File: config.mk
export PLATFORM = sky130hd
export DESIGN_NAME = step_record_field_tokenizer
export DESIGN_NICKNAME = d
export VERILOG_FILES = /design/src/design/srft_pkg.sv /design/src/design/srft_front.sv /design/src/design/srft_queue.sv /design/src/design/srft_back.sv /design/src/design/step_record_field_tokenizer.sv
export SDC_FILE = /design/constraint.sdc
export NUM_CORES = 1
export LEC_CHECK = 0
export BUFFER_PORTS_ARGS = -buffer_cell sky130_fd_sc_hd__buf_2
export CORE_MARGIN = 1
export CORE_UTILIZATION = 55
export CTS_CLUSTER_SIZE = 25
export DETAILED_ROUTE_END_ITERATION = 8
export PLACE_DENSITY = 0.85
export SLEW_MARGIN = 0
export SYNTH_ARGS = -nofsm -noshare
export SYNTH_HDL_FRONTEND = slang
export SYNTH_SLANG_ARGS = --single-unit
File: constraint.sdc
create_clock -name clk -period 8.4 [get_ports clk]
set_input_delay 0.84 -clock clk [delete_from_list [all_inputs] [get_ports clk]]
set_output_delay 0.84 -clock clk [all_outputs]
set_load 0.1 [all_outputs]
File: src/design/srft_pkg.sv
// shared types, codes and helper functions for the step record field tokenizer
// no dependencies
package srft_pkg;

	localparam int MAX_DEPTH = 15;
	localparam int DEPTH_W = 4;
	localparam int QDEPTH = 4;
	localparam int QAW = 2;

	// byte classes assigned by the front end
	localparam logic [3:0] CC_OTHER  = 4'd0;
	localparam logic [3:0] CC_SPACE  = 4'd1;
	localparam logic [3:0] CC_QUOTE  = 4'd2;
	localparam logic [3:0] CC_BSLASH = 4'd3;
	localparam logic [3:0] CC_LPAREN = 4'd4;
	localparam logic [3:0] CC_RPAREN = 4'd5;
	localparam logic [3:0] CC_COMMA  = 4'd6;
	localparam logic [3:0] CC_DIGIT  = 4'd7;
	localparam logic [3:0] CC_SIGN   = 4'd8;
	localparam logic [3:0] CC_DOLLAR = 4'd9;
	localparam logic [3:0] CC_HASH   = 4'd10;
	localparam logic [3:0] CC_DOT    = 4'd11;
	localparam logic [3:0] CC_NAME   = 4'd12;

	// element classifier states
	localparam logic [3:0] TC_EMPTY  = 4'd0;
	localparam logic [3:0] TC_DOLLAR = 4'd1;
	localparam logic [3:0] TC_SIGN   = 4'd2;
	localparam logic [3:0] TC_INT    = 4'd3;
	localparam logic [3:0] TC_HASH   = 4'd4;
	localparam logic [3:0] TC_REF    = 4'd5;
	localparam logic [3:0] TC_DOT    = 4'd6;
	localparam logic [3:0] TC_TRUE   = 4'd7;
	localparam logic [3:0] TC_FALSE  = 4'd8;
	localparam logic [3:0] TC_ENUM   = 4'd9;
	localparam logic [3:0] TC_STR    = 4'd10;
	localparam logic [3:0] TC_LIST   = 4'd11;
	localparam logic [3:0] TC_OTHER  = 4'd12;

	// reported element kinds
	localparam logic [3:0] K_UNSET = 4'd0;
	localparam logic [3:0] K_INT   = 4'd1;
	localparam logic [3:0] K_REF   = 4'd2;
	localparam logic [3:0] K_TRUE  = 4'd3;
	localparam logic [3:0] K_FALSE = 4'd4;
	localparam logic [3:0] K_ENUM  = 4'd5;
	localparam logic [3:0] K_STR   = 4'd6;
	localparam logic [3:0] K_LIST  = 4'd7;
	localparam logic [3:0] K_OTHER = 4'd8;

	// error codes, lower wins
	localparam logic [2:0] ERR_NONE     = 3'd0;
	localparam logic [2:0] ERR_ESCAPE   = 3'd1;
	localparam logic [2:0] ERR_PAREN    = 3'd2;
	localparam logic [2:0] ERR_OVERFLOW = 3'd3;
	localparam logic [2:0] ERR_OPEN_STR = 3'd4;

	localparam logic [31:0] ACC_LIMIT  = 32'h8000_0000;
	localparam logic [31:0] ACC_STICKY = 32'h8000_0001;
	localparam logic [31:0] POS_LIMIT  = 32'h7fff_ffff;

	typedef struct packed {
		logic [7:0] ch;
		logic       last;
		logic [3:0] cls;
	} srft_item_t;

	typedef struct packed {
		logic [3:0]  kind;
		logic [31:0] value;
		logic        ovf;
	} srft_fin_t;

	function automatic logic [3:0] kind_of(input logic [3:0] tc);
		logic [3:0] k;
		begin
			case (tc)
				TC_DOLLAR: k = K_UNSET;
				TC_INT:    k = K_INT;
				TC_REF:    k = K_REF;
				TC_TRUE:   k = K_TRUE;
				TC_FALSE:  k = K_FALSE;
				TC_ENUM:   k = K_ENUM;
				TC_STR:    k = K_STR;
				TC_LIST:   k = K_LIST;
				default:   k = K_OTHER;
			endcase
			return k;
		end
	endfunction

	function automatic logic [2:0] raise_err(input logic [2:0] cur, input logic [2:0] code);
		begin
			if (cur == ERR_NONE || code < cur)
				return code;
			return cur;
		end
	endfunction

endpackage

File: src/design/srft_front.sv
// front end: takes raw bytes, classifies them and hands them to the queue
// depends on srft_pkg
module srft_front import srft_pkg::*; (
	input  logic       clk,
	input  logic       arst_n,
	input  logic       in_valid,
	output logic       in_stall,
	input  logic [7:0] char_in,
	input  logic       last_byte,
	input  logic       q_full,
	output logic       push,
	output srft_item_t push_item
);

	logic       valid_s1;
	srft_item_t item_s1;
	logic [3:0] cls;

	always_comb begin
		if (char_in == 8'h20 || char_in == 8'h09 || char_in == 8'h0d || char_in == 8'h0a)
			cls = CC_SPACE;
		else if (char_in == 8'h27)
			cls = CC_QUOTE;
		else if (char_in == 8'h5c)
			cls = CC_BSLASH;
		else if (char_in == 8'h28)
			cls = CC_LPAREN;
		else if (char_in == 8'h29)
			cls = CC_RPAREN;
		else if (char_in == 8'h2c)
			cls = CC_COMMA;
		else if (char_in >= 8'h30 && char_in <= 8'h39)
			cls = CC_DIGIT;
		else if (char_in == 8'h2b || char_in == 8'h2d)
			cls = CC_SIGN;
		else if (char_in == 8'h24)
			cls = CC_DOLLAR;
		else if (char_in == 8'h23)
			cls = CC_HASH;
		else if (char_in == 8'h2e)
			cls = CC_DOT;
		else if ((char_in >= 8'h41 && char_in <= 8'h5a) ||
				(char_in >= 8'h61 && char_in <= 8'h7a) || char_in == 8'h5f)
			cls = CC_NAME;
		else
			cls = CC_OTHER;
	end

	assign in_stall = valid_s1 & q_full;
	assign push = valid_s1 & ~q_full;
	assign push_item = item_s1;

	always_ff @(posedge clk or negedge arst_n) begin
		if (!arst_n) begin
			valid_s1 <= 1'b0;
		end else if (!in_stall) begin
			valid_s1 <= in_valid;
		end
	end

	always_ff @(posedge clk) begin
		if (in_valid && !in_stall) begin
			item_s1.ch <= char_in;
			item_s1.last <= last_byte;
			item_s1.cls <= cls;
		end
	end

endmodule

File: src/design/srft_queue.sv
// short request queue between the front end and the back end
// depends on srft_pkg
module srft_queue import srft_pkg::*; (
	input  logic       clk,
	input  logic       arst_n,
	input  logic       push,
	input  srft_item_t push_item,
	output logic       full,
	input  logic       pop,
	output logic       q_valid,
	output srft_item_t q_item
);

	srft_item_t         mem_q [QDEPTH];
	logic [QAW-1:0]     wr_q;
	logic [QAW-1:0]     rd_q;
	logic [QAW:0]       cnt_q;

	assign full = (cnt_q == (QAW+1)'(QDEPTH));
	assign q_valid = (cnt_q != '0);
	assign q_item = mem_q[rd_q];

	always_ff @(posedge clk or negedge arst_n) begin
		if (!arst_n) begin
			wr_q <= '0;
			rd_q <= '0;
			cnt_q <= '0;
		end else begin
			if (push)
				wr_q <= wr_q + 1'b1;
			if (pop)
				rd_q <= rd_q + 1'b1;
			if (push && !pop)
				cnt_q <= cnt_q + 1'b1;
			else if (pop && !push)
				cnt_q <= cnt_q - 1'b1;
		end
	end

	always_ff @(posedge clk) begin
		if (push)
			mem_q[wr_q] <= push_item;
	end

endmodule

File: src/design/srft_back.sv
// back end: quote, escape and depth tracking, element classifier, result register
// depends on srft_pkg
module srft_back import srft_pkg::*; (
	input  logic        clk,
	input  logic        arst_n,
	input  logic        q_valid,
	input  srft_item_t  q_item,
	output logic        pop,
	output logic        out_valid,
	input  logic        out_stall,
	output logic        char_valid,
	output logic [7:0]  decoded_char,
	output logic        element_end,
	output logic [3:0]  list_level,
	output logic [3:0]  element_kind,
	output logic [31:0] element_value,
	output logic [2:0]  error_code
);

	logic               in_quote_q, esc_q, neg_q, gap_q, fother_q;
	logic [DEPTH_W-1:0] depth_q;
	logic [3:0]         tclass_q;
	logic [31:0]        acc_q;
	logic [7:0]         tlen_q, lastns_q;

	logic               n_in_quote, n_esc, n_neg, n_gap, n_fother;
	logic [DEPTH_W-1:0] n_depth;
	logic [3:0]         n_tclass;
	logic [31:0]        n_acc;
	logic [7:0]         n_tlen, n_lastns;

	logic        r_cv, r_end;
	logic [7:0]  r_dch;
	logic [3:0]  r_lvl, r_kind;
	logic [31:0] r_val;
	logic [2:0]  r_err;
	logic        ended, shallow;
	srft_fin_t   fin;
	logic [7:0]  ch;
	logic [3:0]  cls;

	logic        out_valid_q;

	function automatic logic [31:0] add_digit(input logic [31:0] acc, input logic [3:0] d);
		logic [35:0] t;
		begin
			t = {4'b0, acc} * 36'd10 + {32'b0, d};
			if (t > {4'b0, ACC_LIMIT})
				return ACC_STICKY;
			return t[31:0];
		end
	endfunction

	function automatic srft_fin_t finish(input logic [3:0] tc, input logic [31:0] acc,
			input logic neg);
		srft_fin_t  f;
		logic [31:0] lim;
		begin
			f.kind = kind_of(tc);
			f.value = '0;
			f.ovf = 1'b0;
			if (tc == TC_INT || tc == TC_REF) begin
				lim = (tc == TC_INT && neg) ? ACC_LIMIT : POS_LIMIT;
				if (acc > lim)
					f.ovf = 1'b1;
				else if (tc == TC_INT && neg)
					f.value = 32'd0 - acc;
				else
					f.value = acc;
			end
			return f;
		end
	endfunction

	function automatic logic [7:0] sat_inc(input logic [7:0] v);
		begin
			return (v != 8'hff) ? v + 8'd1 : v;
		end
	endfunction

	assign pop = q_valid & (~out_valid_q | ~out_stall);
	assign ch = q_item.ch;
	assign cls = q_item.cls;
	assign shallow = (depth_q <= DEPTH_W'(1));

	always_comb begin
		n_in_quote = in_quote_q;
		n_esc = esc_q;
		n_neg = neg_q;
		n_gap = gap_q;
		n_fother = fother_q;
		n_depth = depth_q;
		n_tclass = tclass_q;
		n_acc = acc_q;
		n_tlen = tlen_q;
		n_lastns = lastns_q;
		r_cv = 1'b0;
		r_dch = 8'd0;
		r_end = 1'b0;
		r_lvl = 4'd0;
		r_kind = 4'd0;
		r_val = 32'd0;
		r_err = ERR_NONE;
		ended = 1'b0;
		fin = finish(tclass_q, acc_q, neg_q);

		if (in_quote_q) begin
			if (esc_q) begin
				n_esc = 1'b0;
				if (cls == CC_QUOTE || cls == CC_BSLASH) begin
					r_cv = 1'b1;
					r_dch = ch;
				end else if (ch == 8'h6e) begin
					r_cv = 1'b1;
					r_dch = 8'h0a;
				end else if (ch == 8'h72) begin
					r_cv = 1'b1;
					r_dch = 8'h0d;
				end else begin
					r_err = raise_err(r_err, ERR_ESCAPE);
					n_tclass = TC_OTHER;
				end
			end else if (cls == CC_BSLASH) begin
				n_esc = 1'b1;
			end else if (cls == CC_QUOTE) begin
				n_in_quote = 1'b0;
			end else begin
				r_cv = 1'b1;
				r_dch = ch;
			end
		end else if (cls == CC_SPACE) begin
			if (shallow && tlen_q != 8'd0)
				n_gap = 1'b1;
		end else if (cls == CC_QUOTE) begin
			n_in_quote = 1'b1;
			if (shallow) begin
				n_tclass = (tlen_q == 8'd0) ? TC_STR : TC_OTHER;
				n_tlen = sat_inc(tlen_q);
				n_lastns = ch;
			end
		end else if (cls == CC_LPAREN) begin
			if (depth_q == '0) begin
				n_fother = (tlen_q != 8'd0);
				n_tclass = TC_EMPTY;
				n_acc = '0;
				n_neg = 1'b0;
				n_tlen = '0;
				n_lastns = '0;
				n_gap = 1'b0;
				n_depth = DEPTH_W'(1);
			end else if (depth_q >= DEPTH_W'(MAX_DEPTH)) begin
				r_err = raise_err(r_err, ERR_PAREN);
				n_tclass = TC_OTHER;
				if (depth_q == DEPTH_W'(1)) begin
					n_tlen = sat_inc(tlen_q);
					n_lastns = ch;
				end
			end else if (depth_q == DEPTH_W'(1)) begin
				n_tclass = (tlen_q == 8'd0) ? TC_LIST : TC_OTHER;
				n_tlen = sat_inc(tlen_q);
				n_lastns = ch;
				n_depth = DEPTH_W'(2);
			end else begin
				n_depth = depth_q + 1'b1;
			end
		end else if (cls == CC_RPAREN) begin
			if (depth_q == '0) begin
				r_err = raise_err(r_err, ERR_PAREN);
				n_tclass = TC_OTHER;
				n_tlen = sat_inc(tlen_q);
				n_lastns = ch;
			end else if (depth_q == DEPTH_W'(1)) begin
				if (tlen_q != 8'd0) begin
					r_end = 1'b1;
					r_lvl = 4'd1;
					r_kind = fin.kind;
					r_val = fin.value;
					if (fin.ovf)
						r_err = raise_err(r_err, ERR_OVERFLOW);
					ended = 1'b1;
				end
				n_tclass = fother_q ? TC_OTHER : TC_LIST;
				n_acc = '0;
				n_neg = 1'b0;
				n_tlen = 8'd1;
				n_lastns = ch;
				n_gap = 1'b0;
				n_fother = 1'b0;
				n_depth = '0;
			end else begin
				n_depth = depth_q - 1'b1;
			end
		end else if (cls == CC_COMMA) begin
			if (shallow) begin
				r_end = 1'b1;
				r_lvl = 4'(depth_q);
				r_kind = fin.kind;
				r_val = fin.value;
				if (fin.ovf)
					r_err = raise_err(r_err, ERR_OVERFLOW);
				ended = 1'b1;
				n_tclass = TC_EMPTY;
				n_acc = '0;
				n_neg = 1'b0;
				n_tlen = '0;
				n_lastns = '0;
				n_gap = 1'b0;
				if (depth_q == '0)
					n_fother = 1'b0;
			end
		end else if (shallow) begin
			if (gap_q) begin
				n_tclass = TC_OTHER;
			end else begin
				case (tclass_q)
					TC_EMPTY: begin
						if (cls == CC_DOLLAR)
							n_tclass = TC_DOLLAR;
						else if (cls == CC_SIGN) begin
							n_tclass = TC_SIGN;
							n_neg = (ch == 8'h2d);
						end else if (cls == CC_DIGIT) begin
							n_tclass = TC_INT;
							n_acc = add_digit(acc_q, ch[3:0]);
						end else if (cls == CC_HASH)
							n_tclass = TC_HASH;
						else if (cls == CC_DOT)
							n_tclass = TC_DOT;
						else
							n_tclass = TC_OTHER;
					end
					TC_SIGN, TC_INT: begin
						if (cls == CC_DIGIT) begin
							n_tclass = TC_INT;
							n_acc = add_digit(acc_q, ch[3:0]);
						end else
							n_tclass = TC_OTHER;
					end
					TC_HASH, TC_REF: begin
						if (cls == CC_DIGIT) begin
							n_tclass = TC_REF;
							n_acc = add_digit(acc_q, ch[3:0]);
						end else
							n_tclass = TC_OTHER;
					end
					TC_DOT: begin
						if (cls == CC_DOT) begin
							if (tlen_q == 8'd2 && lastns_q == 8'h54)
								n_tclass = TC_TRUE;
							else if (tlen_q == 8'd2 && lastns_q == 8'h46)
								n_tclass = TC_FALSE;
							else if (tlen_q >= 8'd2)
								n_tclass = TC_ENUM;
							else
								n_tclass = TC_OTHER;
						end else if (cls != CC_DIGIT && cls != CC_NAME) begin
							n_tclass = TC_OTHER;
						end
					end
					default: n_tclass = TC_OTHER;
				endcase
			end
			n_tlen = sat_inc(tlen_q);
			n_lastns = ch;
		end

		if (q_item.last) begin
			if (!ended) begin
				r_end = 1'b1;
				r_lvl = 4'd0;
				if (n_depth != '0) begin
					r_kind = n_fother ? K_OTHER : K_LIST;
					r_val = '0;
					r_err = raise_err(r_err, ERR_PAREN);
				end else begin
					fin = finish(n_tclass, n_acc, n_neg);
					r_kind = fin.kind;
					r_val = fin.value;
					if (fin.ovf)
						r_err = raise_err(r_err, ERR_OVERFLOW);
				end
				if (n_in_quote)
					r_err = raise_err(r_err, ERR_OPEN_STR);
			end
			n_in_quote = 1'b0;
			n_esc = 1'b0;
			n_depth = '0;
			n_fother = 1'b0;
			n_tclass = TC_EMPTY;
			n_acc = '0;
			n_neg = 1'b0;
			n_tlen = '0;
			n_lastns = '0;
			n_gap = 1'b0;
		end
	end

	always_ff @(posedge clk or negedge arst_n) begin
		if (!arst_n) begin
			in_quote_q <= 1'b0;
			esc_q <= 1'b0;
			neg_q <= 1'b0;
			gap_q <= 1'b0;
			fother_q <= 1'b0;
			depth_q <= '0;
			tclass_q <= TC_EMPTY;
			acc_q <= '0;
			tlen_q <= '0;
			lastns_q <= '0;
			out_valid_q <= 1'b0;
		end else begin
			if (pop) begin
				in_quote_q <= n_in_quote;
				esc_q <= n_esc;
				neg_q <= n_neg;
				gap_q <= n_gap;
				fother_q <= n_fother;
				depth_q <= n_depth;
				tclass_q <= n_tclass;
				acc_q <= n_acc;
				tlen_q <= n_tlen;
				lastns_q <= n_lastns;
			end
			if (!out_valid_q || !out_stall)
				out_valid_q <= q_valid;
		end
	end

	always_ff @(posedge clk) begin
		if (pop) begin
			char_valid <= r_cv;
			decoded_char <= r_dch;
			element_end <= r_end;
			list_level <= r_lvl;
			element_kind <= r_kind;
			element_value <= r_val;
			error_code <= r_err;
		end
	end

	assign out_valid = out_valid_q;

endmodule

File: src/design/step_record_field_tokenizer.sv
// top level of the step record field tokenizer
// depends on srft_pkg, srft_front, srft_queue, srft_back
//
// one byte of an entity record's argument list enters per request on the
// input channel (in_valid / in_stall), last_byte marking the record's final
// byte. every byte gives exactly one result request on the output channel
// (out_valid / out_stall): a decoded string byte, an element end with its
// kind and value, and an error code.
// throughput is one byte per cycle while out_stall is low, set by the state
// update of the back end. a result passes the front register, the queue and
// the result register before it shows on out_valid.
// the front end registers and classifies bytes and feeds a four-entry
// queue; the back end drains it into a result register. when out_stall is
// held the result holds, the queue fills, and in_stall rises once the
// queue and the front register are full.
// reset empties the queue, clears out_valid and all tokenizer state; a
// record may start on the first cycle after reset. last_byte also returns
// the tokenizer state to its reset value.
module step_record_field_tokenizer import srft_pkg::*; (
	input  logic        clk,
	input  logic        arst_n,
	input  logic        in_valid,
	output logic        in_stall,
	input  logic [7:0]  char_in,
	input  logic        last_byte,
	output logic        out_valid,
	input  logic        out_stall,
	output logic        char_valid,
	output logic [7:0]  decoded_char,
	output logic        element_end,
	output logic [3:0]  list_level,
	output logic [3:0]  element_kind,
	output logic signed [31:0] element_value,
	output logic [2:0]  error_code
);

	logic       q_full, push, pop, q_valid;
	srft_item_t push_item, q_item;
	logic [31:0] value_raw;

	srft_front u_front (
		.clk       (clk),
		.arst_n    (arst_n),
		.in_valid  (in_valid),
		.in_stall  (in_stall),
		.char_in   (char_in),
		.last_byte (last_byte),
		.q_full    (q_full),
		.push      (push),
		.push_item (push_item)
	);

	srft_queue u_queue (
		.clk       (clk),
		.arst_n    (arst_n),
		.push      (push),
		.push_item (push_item),
		.full      (q_full),
		.pop       (pop),
		.q_valid   (q_valid),
		.q_item    (q_item)
	);

	srft_back u_back (
		.clk           (clk),
		.arst_n        (arst_n),
		.q_valid       (q_valid),
		.q_item        (q_item),
		.pop           (pop),
		.out_valid     (out_valid),
		.out_stall     (out_stall),
		.char_valid    (char_valid),
		.decoded_char  (decoded_char),
		.element_end   (element_end),
		.list_level    (list_level),
		.element_kind  (element_kind),
		.element_value (value_raw),
		.error_code    (error_code)
	);

	assign element_value = signed'(value_raw);

endmodule

# Word level (Yosys, flattened, before mapping)
# Memories as Yosys holds them, arrays and structs flattened.
# Index checks and enable logic that the tools add are counted.
# op_classes
order_cmp	15
muxes	347
n_shift	0
reduce_logical	50
n_mul	1
n_addsub	10
bitwise	7
div	0
eq_ne	54
# op_table
cell	n
two-way mux 32 bit	41
two-way mux 4 bit	73
two-way mux 8 bit	30
two-way mux 33 bit	5
two-way mux 1 bit	149
two-way mux 3 bit	41
one-hot mux 32 bit (3 select lines)	1
equality test 8 x 6 -> 1 bit (second input constant)	11
greater-than comparator 32 bit	2
subtractor 1 x 32 -> 32 bit (first input constant)	2
equality test 8 x 7 -> 1 bit (second input constant)	6
adder 36 x 4 -> 36 bit	1
greater-than comparator 36 x 32 -> 1 bit (second input constant)	1
multiplier 32 x 3 -> 35 bit (second input constant)	1
equality test 4 x 3 -> 1 bit (second input constant)	8
equality test 8 x 4 -> 1 bit (second input constant)	3
equality test 4 x 2 -> 1 bit (second input constant)	5
equality test 4 bit (second input constant)	4
greater-or-equal comparator 8 x 7 -> 1 bit (second input constant)	2
less-or-equal comparator 8 x 7 -> 1 bit (second input constant)	2
one-hot mux 4 bit (4 select lines)	1
!= test 5 x 4 -> 1 bit (second input constant)	3
logical OR 1 bit	13
logical AND 1 bit	12
other kinds (43)	67
# totals
mem_count	3
rom_bits	128
in_bits	13
register_bits	136
out_inout_bits	55
ramBits	52
wordCells	514
latch_bits	0
# memory_table
name	depth	width	rd	rd_clocked_by_memory_dff	write_ports	line	source
(no name shown)	16	4	1	0	0	srft_pkg.sv:77	case (tc)
(no name shown)	16	4	1	0	0	srft_pkg.sv:77	
u_queue.mem_q	4	13	1	0	1	srft_queue.sv:14	srft_item_t mem_q [QDEPTH];

# Logic depth before layout (Yosys ltp)
# Gate-level depths: netlist (run 1).
# depth
ltp_word	55
mapped_depth	37
depth_no_buf	33

# Modules after synthesis
# A second synthesis (run 1) with hierarchy kept.
# hier_totals
hier_cells	1919
hier_area_um2	17095.1
# by_module_without_submodules
module	cells_each	seq_area_each_um2	area_each_um2	instances
srft_back	1759	3143.0	14068.5	1
srft_queue	102	1736.7	2301.0	1
srft_front	58	415.4	725.7	1

# Worst setup path before layout (run 1)
# OpenSTA, ideal clock, no wires.
# synth_path
path_kind	reg2reg
startpoint	reg u_queue.rd_q[0]
endpoint	reg u_back.element_value[19] (data pin)
setup_ps	154
arrival_ps	7776
synth_period_minus_slack_ps	7930
path_stages_with_launch	35
path_buffers	5
setup_slack_ps	470
required_time_ps	8246
path_cell_list	dfrtp_1 > clkbuf_1 > clkbuf_1 > mux4_2 > ha_1 > nor2b_1 > o2111ai_1 > and4bb_1 > nand3_1 > nor3b_2 > nand4_1 > nor4_2 > nor3b_1 > a2bb2oi_1 > a21oi_2 > buf_4 > buf_4 > o31ai_2 > ha_1 > nor2b_1 > o21a_1 > o21a_1 > o21a_1 > o21a_1 > o21a_1 > o21a_1 > o21ai_0 > a21boi_0 > o21ai_0 > nand2b_1 > a221oi_1 > a211o_1 > nand3b_1 > clkbuf_1 > o22ai_1
# synth_between
elab_chain_cells	39
# synth_lines
element	line	source
start: declaration	srft_queue.sv:16	logic [QAW-1:0] rd_q;
start signal: assignment	srft_queue.sv:32	rd_q <= rd_q + 1'b1;
memory read (4 x 13 bit) *	-	
adder 36 x 4 -> 36 bit	srft_back.sv:47	t = {4'b0, acc} * 36'd10 + {32'b0, d};
greater-than comparator 36 x 32 -> 1 bit	srft_back.sv:48	if (t > {4'b0, ACC_LIMIT})
two-way mux 1 bit	srft_back.sv:48	
two-way mux 1 bit	srft_back.sv:222, srft_back.sv:233, srft_back.sv:240	
two-way mux 1 bit	srft_back.sv:219	else if (cls == CC_SIGN) begin
two-way mux 1 bit	srft_back.sv:217	if (cls == CC_DOLLAR)
two-way mux 1 bit	srft_back.sv:215	case (tclass_q)
[... 24 more ...]	-	
two-way mux 33 bit	srft_back.sv:62	if (tc == TC_INT || tc == TC_REF) begin
two-way mux 33 bit	srft_back.sv:271	if (n_depth != '0) begin
two-way mux 33 bit	srft_back.sv:268	if (!ended) begin
two-way mux 33 bit	srft_back.sv:267	if (q_item.last) begin
two-way mux 32 bit	srft_back.sv:271	
two-way mux 32 bit	srft_back.sv:268	
two-way mux 32 bit *	srft_back.sv:267	
via u_back.r_val[19]	srft_back.sv:35	logic [31:0] r_val;
end signal: assignment	srft_back.sv:336	element_value <= r_val;
end: declaration	srft_back.sv:16	output logic [31:0] element_value,
# The timed path passes the listed nets; every way through them passes the cells marked *. The select of a mux whose other input is x is not followed.
# A chain may end at the register's enable or synchronous reset.

# Worst setup path in the final report (run 1)
# layout_path
startpoint	reg u_back.acc_q[4]
endpoint	reg u_back.element_value[10] (data pin)
# layout_between
elab_chain_cells	39
# layout_lines
element	line	source
start: declaration	srft_back.sv:23	logic [31:0] acc_q;
start signal: assignment	srft_back.sv:320	acc_q <= n_acc;
multiplier 32 x 3 -> 35 bit	srft_back.sv:47	
adder 36 x 4 -> 36 bit	srft_back.sv:47	
greater-than comparator 36 x 32 -> 1 bit	srft_back.sv:48	
two-way mux 1 bit	srft_back.sv:48	
two-way mux 1 bit	srft_back.sv:222, srft_back.sv:233, srft_back.sv:240	
two-way mux 1 bit	srft_back.sv:219	
two-way mux 1 bit	srft_back.sv:217	
two-way mux 1 bit	srft_back.sv:215	
[... 24 more ...]	-	
two-way mux 33 bit	srft_back.sv:62	
two-way mux 33 bit	srft_back.sv:271	
two-way mux 33 bit	srft_back.sv:268	
two-way mux 33 bit	srft_back.sv:267	
two-way mux 32 bit	srft_back.sv:271	
two-way mux 32 bit	srft_back.sv:268	
two-way mux 32 bit *	srft_back.sv:267	
via u_back.r_val[10]	srft_back.sv:35	
# Marks and branches as above.

==> results.cfg, run 1 <==
[final_layout]
areaGrowthSynthToFinish_pct = 8.88
nFillCells = 2556
fin_cells = 2355
layout-drive-gt1-share_pct = 12.5
n_antenna_cell = 0
fin_area_mm2 = 0.0184
fin_util_pct = 61.4
nets = 2109

[grt]
antenna_found_initial = 1
grt.met1_usage_pct = 48.8
grt_max_degree = 71
grt.total_usage_pct = 36.5
grt-ovfl-total = 0
grt_pass1_wl_um = 87700
grt_pass1_vias = 15700
grt.busiest_layer = met2
use_met2_pct = 58.2
use_met3_pct = 6.73

[cts]
cts_num_sinks = 188
cts-htree-levels = 4
clock-root-buffer = clkbuf_16
clkLatencyLatePin_ns = 0.49
cts_buffers = 17
cts_buffer_depth = 2
clk_pin_slew_ns = 0.10
cts_tree = yes

[setup_path]
slowest_stage = or4_4
worst-setup-path-type = reg2reg
slowest_delay_ns = 0.52
crit_required_ns = 8.65
crit_buf_inv = 3
cp_common_cell = o21a_1
crit_path_max_fanout = 32
cp-end-kind = flip-flop
arrival_ns = 8.16
worstSetupStartpointType = flip-flop
cpLargestDelayFamily = compound AO/OA/AOI/OAI gates

[detailed_routing]
drc = 1
avgRoutedWirePerCell_um = 23.9
drt_iter0_markers = 1954
num_vias = 16500
postRouteAntennaNets = 0
dr.pass1.iters = 8
via_per_inst = 6.99
wirelength_um = 56300

[timing]
period_share_pct = 94.2
slew_viol_final = 0
finalSetupTns_ns = 0
skew_ns = 0.0336
fin_crit_ns = 7.91
fin_ws_ns = 0.491
fin_hold_ws_ns = 0.500
tightest_slew_ns = 1.41
relSlewSlack_pct = 5.45
hold_viol = 0
rsz0062_at_grt = no
fmaxAchievable_mhz = 126
setup_viol = 0

[synthesis]
synth_warnings = 0
postSynthAreaPerCell_um2 = 8.85
ys_seq_area_share_pct = 31.3
synth_edf_count = 118
syn_area_mm2 = 0.0169
synth_top_cell_by_area = edfxtp_1
synth.distinct_cells = 106
synth.area.top_cells = edfxtp_1, ha_1, dfrtp_1, nand2_1, o21ai_0
async_reset_ff_share_pct = 37.2
synthFlopType = edfxtp_1
yosysTopAreaCellShare_pct = 21.0
synth_seq_cells = 188
synthCells = 1909

[placement]
dp.cells = 2323
port_buffers = 67
gp_congestion = 1.01
hpwl_um = 42600
placed_area_mm2 = 0.0177
place_ws_ns = 0.296

[floorplanning]
rows = 63
die_h_um = 177
die_area_mm2 = 0.0314
initial_utilization_pct = 56.4
io_pins = 68
coreArea_mm2 = 0.0300
die_w_um = 177

[status]
status = finished with violations
violations = design-rule violations

[job]
maxCapViolations = 0

[pwr]
power_mw = 5.81
peakVddDrop_v = 0.000294
p_leak_nw = 7.73
p_per_area_mw_per_mm2 = 316

[worst_hold_path]
hp-class = reg2reg
-- worst reg2reg max path: cells and delay by family (launching register included) --
kind | cells | cell delay (ns)
compound gates | 17 | 3.48
simple gates | 8 | 2.08
fa+ha+maj | 3 | 0.94
buf+inv | 3 | 0.65
flops | 1 | 0.49
-- path summary, 6_finish.rpt --
path | startpoint | to | slack (ns) | depth (start not counted)
setup / recovery | u_back.acc_q[4] | u_back.element_value[10] | 0.49 | 31
hold / removal | u_front.push_item[3] | u_queue.mem_q[0][3] | 0.50 | 0
setup reg to reg | u_back.acc_q[4] | u_back.element_value[10] | 0.49 | 31
hold reg to reg | u_front.push_item[3] | u_queue.mem_q[0][3] | 0.50 | 0
max in group asynchronous | arst_n | u_back.acc_q[15] | 7.05 | 2
min in group asynchronous | arst_n | u_back.tlen_q[0] | 0.60 | 2
-- state kept, by name, indices dropped and copies added, names as in the netlist --
name and cells:
u_back.acc_q 32, u_back.element_value 32, u_back.tclass_q 4, u_back.in_quote_q 1, u_back.neg_q 1, u_back.list_level 4
u_queue.rd_q 2, u_back.element_kind 4, u_back.element_end 1, u_front.push_item 13, u_back.lastns_q 8, u_back.out_valid 1
u_back.fother_q 1, u_front.valid_s1 1, u_back.tlen_q 8, u_queue.mem_q 52, u_queue.cnt_q 3, u_queue.wr_q 2
u_back.gap_q 1, u_back.error_code 3, u_back.esc_q 1, u_back.decoded_char 8, u_back.depth_q 4, u_back.char_valid 1
-- report_power, final --
group          switching (mW)  internal, mW  total [mW]
registers               0.176          1.24        1.42
clock network           0.412         0.398       0.810
logic                    2.63         0.955        3.59
-- final cells by class --
class                      instances  area, um^2  area share, %
multi-input combinational       1579       11100           60.4
sequential                       188        5300           28.8
timing repair buffer             123         768           4.17
tap                              390         488           2.65
clock buffer                      18         439           2.39
inverter                          43         161          0.877
clock inverter                    14         124          0.673
-- cell usage in the layout, fill, tap and decap left out, types with 19 or more instances in the layout --
| master | count |
|---|---|
| nand3_1 | 60 |
| dfrtp_1 | 67 |
| a31oi_1 | 19 |
| nand2b_1 | 25 |
| a21o_1 | 26 |
| and3_1 | 24 |
| edfxtp_1 | 118 |
| buf_4 | 55 |
| o21a_1 | 29 |
| o21ai_0 | 126 |
| inv_1 | 39 |
| nor4_1 | 20 |
| nor2b_1 | 20 |
| o22ai_1 | 41 |
| o31ai_1 | 19 |
| nand2_1 | 185 |
| nand4_1 | 45 |
| nor3_1 | 49 |
| a22o_1 | 39 |
| xor2_1 | 46 |
| buf_2 | 67 |
| xnor2_1 | 63 |
| ha_1 | 137 |
| nor2_1 | 143 |
| a21oi_1 | 108 |
| and2_1 | 21 |
-- cell families after synthesis --
family                     count (synthesis)  synth area share (%)
buffers and inverters                    143                  3.41
xor gates and xnor gates                 112                  6.00
muxes                                     33                  2.89
other                                      1                0.0222
DFF                                      188                  31.3
and+or+nand+nor                          695                  21.3
adders and majority gates                144                  10.8
AOI/OAI and AO/OA                        593                  24.2
-- synth_stat cells (8+ instances only) --
cell / n
nand2_1: 185
nor2_1: 144
ha_1: 141
o21ai_0: 126
edfxtp_1: 118
a21oi_1: 110
clkbuf_1: 78
dfrtp_1: 70
xnor2_1: 64
nand3_1: 60
nor3_1: 52
xor2_1: 46
nand4_1: 45
inv_1: 41
o22ai_1: 41
a22o_1: 39
o21a_1: 29
a21o_1: 26
and3_1: 25
nand2b_1: 25
and2_1: 21
nor4_1: 21
nor2b_1: 20
a31oi_1: 19
o31ai_1: 19
o211ai_1: 16
a211oi_1: 15
mux2i_1: 15
or3_1: 15
buf_2: 14
o21bai_1: 14
or4_1: 13
and4_1: 12
mux4_2: 12
o21ai_1: 10
o41ai_1: 10
a22oi_1: 9
a21boi_0: 8
nor3b_1: 8
or2_2: 8
-- metal layers --
layer | wire, um | up-vias
met3 | 5410 | 134
li1 | - | 7414
met1 | 23300 | 7960
met5 | 0 | -
met2 | 25500 | 961
met4 | 2040 | 0
-- repair_timing --
item,4_1_cts,5_1_grt
endpoints found under the setup margin,0,34
hold buffers,0,0
buffers inserted,0,0
gates resized for setup,0,22
Note: power is estimated with default switching activity, not from simulation.
==> inputs of run 2 (changes only) <==
--- a/config.mk
+++ b/config.mk
@@ -14,4 +14,5 @@
 export SLEW_MARGIN = 0
 export SYNTH_ARGS = -nofsm -noshare
 export SYNTH_HDL_FRONTEND = slang
+export SYNTH_HIERARCHICAL = 1
 export SYNTH_SLANG_ARGS = --single-unit
==> results.cfg, run 2 <==
[status]
status = finished with violations
violations = design-rule violations

[placement]
hpwl_um = 40900
gp_congestion = 1.02
port_buffers = 67
place_ws_ns = 0.372
dp.cells = 2368
placed_area_mm2 = 0.0181

[timing]
fin_ws_ns = 0.411
hold_viol = 0
relSlewSlack_pct = 11.4
fin_crit_ns = 7.99
fin_hold_ws_ns = 0.508
fmaxAchievable_mhz = 125
setup_viol = 0
skew_ns = 0.0159
tightest_slew_ns = 1.33
period_share_pct = 95.1
slew_viol_final = 0

[setup_path]
worst-setup-path-type = reg2reg
slowest_stage = or4_1
crit_required_ns = 8.67
slowest_delay_ns = 0.69
worstSetupStartpointType = flip-flop
arrival_ns = 8.26
cp-end-kind = flip-flop
crit_path_max_fanout = 8

[synthesis]
synth.distinct_cells = 111
yosysMostFrequentCell = nand2_1
syn_area_mm2 = 0.0171
synth.area.top_cells = edfxtp_1, ha_1, dfrtp_1, nand2_1, o21ai_0
synth_top_cell_by_area = edfxtp_1
postSynthAreaPerCell_um2 = 8.91
ys_seq_area_share_pct = 31.0
synthFlopType = edfxtp_1
synth_edf_count = 118
synth_seq_cells = 188
synth_commonest_cells = nand2_1, ha_1, o21ai_0
async_reset_ff_share_pct = 37.2
yosysTopAreaCellShare_pct = 20.7
synth_warnings = 6
synthCells = 1919

[cts]
clk_pin_slew_ns = 0.08
clock-root-buffer = clkbuf_16
cts_num_sinks = 188
clkLatencyLatePin_ns = 0.45
cts_buffer_depth = 2
cts_buffers = 17
cts-htree-levels = 4
cts_tree = yes

[final_layout]
final_common_cell = nand2_1
nets = 2157
multi_input_area_mm2 = 0.0113
fin_cells = 2401
fin_util_pct = 61.4
areaGrowthSynthToFinish_pct = 9.80
layout-drive-gt1-share_pct = 13.8
fin_area_mm2 = 0.0188
largest_register_ffs = 52
nFillCells = 2582
reg_top3 = u_queue/mem_q: 52 flops, u_back/acc_q: 32 flops, u_back/element_value: 32 flops
final_cell_mix = nand2_1, ha_1, o21ai_0
regArea_mm2 = 0.00530
regMostFlops = u_queue/mem_q

[pwr]
peakVddDrop_v = 0.000308
p_per_area_mw_per_mm2 = 324
p_leak_nw = 8.02

[floorplanning]
coreArea_mm2 = 0.0306
initial_utilization_pct = 55.9
rows = 64
die_area_mm2 = 0.0318
die_w_um = 178
io_pins = 68
die_h_um = 178

[detailed_routing]
wirelength_um = 55600
postRouteAntennaNets = 0
avgRoutedWirePerCell_um = 23.1
via_per_inst = 6.86
num_vias = 16500
drc = 6
dr.pass1.iters = 9
drt_iter0_markers = 2097

[grt]
grt_pass1_vias = 15700
grt_pass1_wl_um = 85200
antenna_found_initial = 1
grt_max_degree = 71
grt-ovfl-total = 0
grt.total_usage_pct = 34.9

[job]
maxCapViolations = 0

[worst_hold_path]
hp-class = reg2reg
run 2: changes by cell type after synthesis, moves of 10 or more:
| cell | change |
|---|---|
| mux2i_1 | -10 |
| xnor2_1 | -17 |
| nor2_1 | -30 |
| o21bai_1 | -10 |
| o22ai_1 | +10 |
| a21oi_1 | +21 |
| nand3_1 | -18 |
| xor2_1 | +15 |
run 2: logic make-up after synthesis:
kind of cell	share of synthesized area, %
compound gates	24.6
simple gates	21.3
buf+inv	3.44
other cells	0.0219
mux	2.38
xor+xnor	5.86
fa+ha+maj	11.4
flops	31.0
run 2: report_power, final:
group | total (mW) | internal [mW] | switching (mW) | leakage (nW)
Clock | 0.832 | 0.404 | 0.428 | 0.283
Combinational | 3.85 | 1.08 | 2.77 | 5.66
Sequential | 1.40 | 1.24 | 0.156 | 2.08
run 2: layout make-up:
class	count	share of cell area, %
multi-input cells	1596	60.1
flip-flops and latches	188	28.2
repair buffers	151	5.16
well taps	396	2.64
clock buffers	18	2.29
clock inverters	14	0.880
inverters	37	0.740
diodes	1	0.0133
run 2: path summary, 6_finish.rpt:
kind                                      startpoint                 endpoint  slack (ns)  depth (start not counted)
worst max-delay path                 u_back/acc_q[3]  u_back/element_value[9]        0.41                         32
worst min-delay path            u_front/push_item[3]      u_queue/mem_q[0][3]        0.51                          0
worst max register to register       u_back/acc_q[3]  u_back/element_value[9]        0.41                         32
worst min register to register  u_front/push_item[3]      u_queue/mem_q[0][3]        0.51                          0
max in group asynchronous                     arst_n         u_back/acc_q[11]        7.06                          1
min in group asynchronous                     arst_n          u_queue/wr_q[0]        0.59                          1
run 2: routing by layer:
layer  share of wire, %  vias up  wire (um)  GRT usage [%]
li1                   -     7510          -              -
met1                 38     7769      21200           41.7
met2                 47      964      26300           57.2
met3                8.3      218       4610           6.37
met4                6.3        0       3480           23.1
met5                  0        -          0              0
run 2: critical path: cells and delay by family (launching register included):
family	cells	cell delay, ns
AO/OA/AOI/OAI	13	2.56
XOR/XNOR	1	0.31
adder cells (fa/ha/maj)	4	1.35
buffers and inverters	1	0.19
flip-flops	1	0.44
AND/OR/NAND/NOR	13	2.94
run 2: what timing repair did:
item / in CTS / in global routing
setup endpoints to repair: 0 / 34
resized for setup: 0 / 13
hold buffers: 0 / 0
setup buffers: 0 / 0
run 2: stage by stage:
| step | TNS [ns] | total power, mW |
|---|---|---|
| 3_5_place_dp | 0 | 5.09 |
| 6_report | 0 | 6.07 |
| 2_1_floorplan | 0 | 4.06 |
| 5_1_grt | -0.0207 | 6.34 |
| 3_3_place_gp | 0 | 5.03 |
| 4_1_cts | 0 | 5.94 |
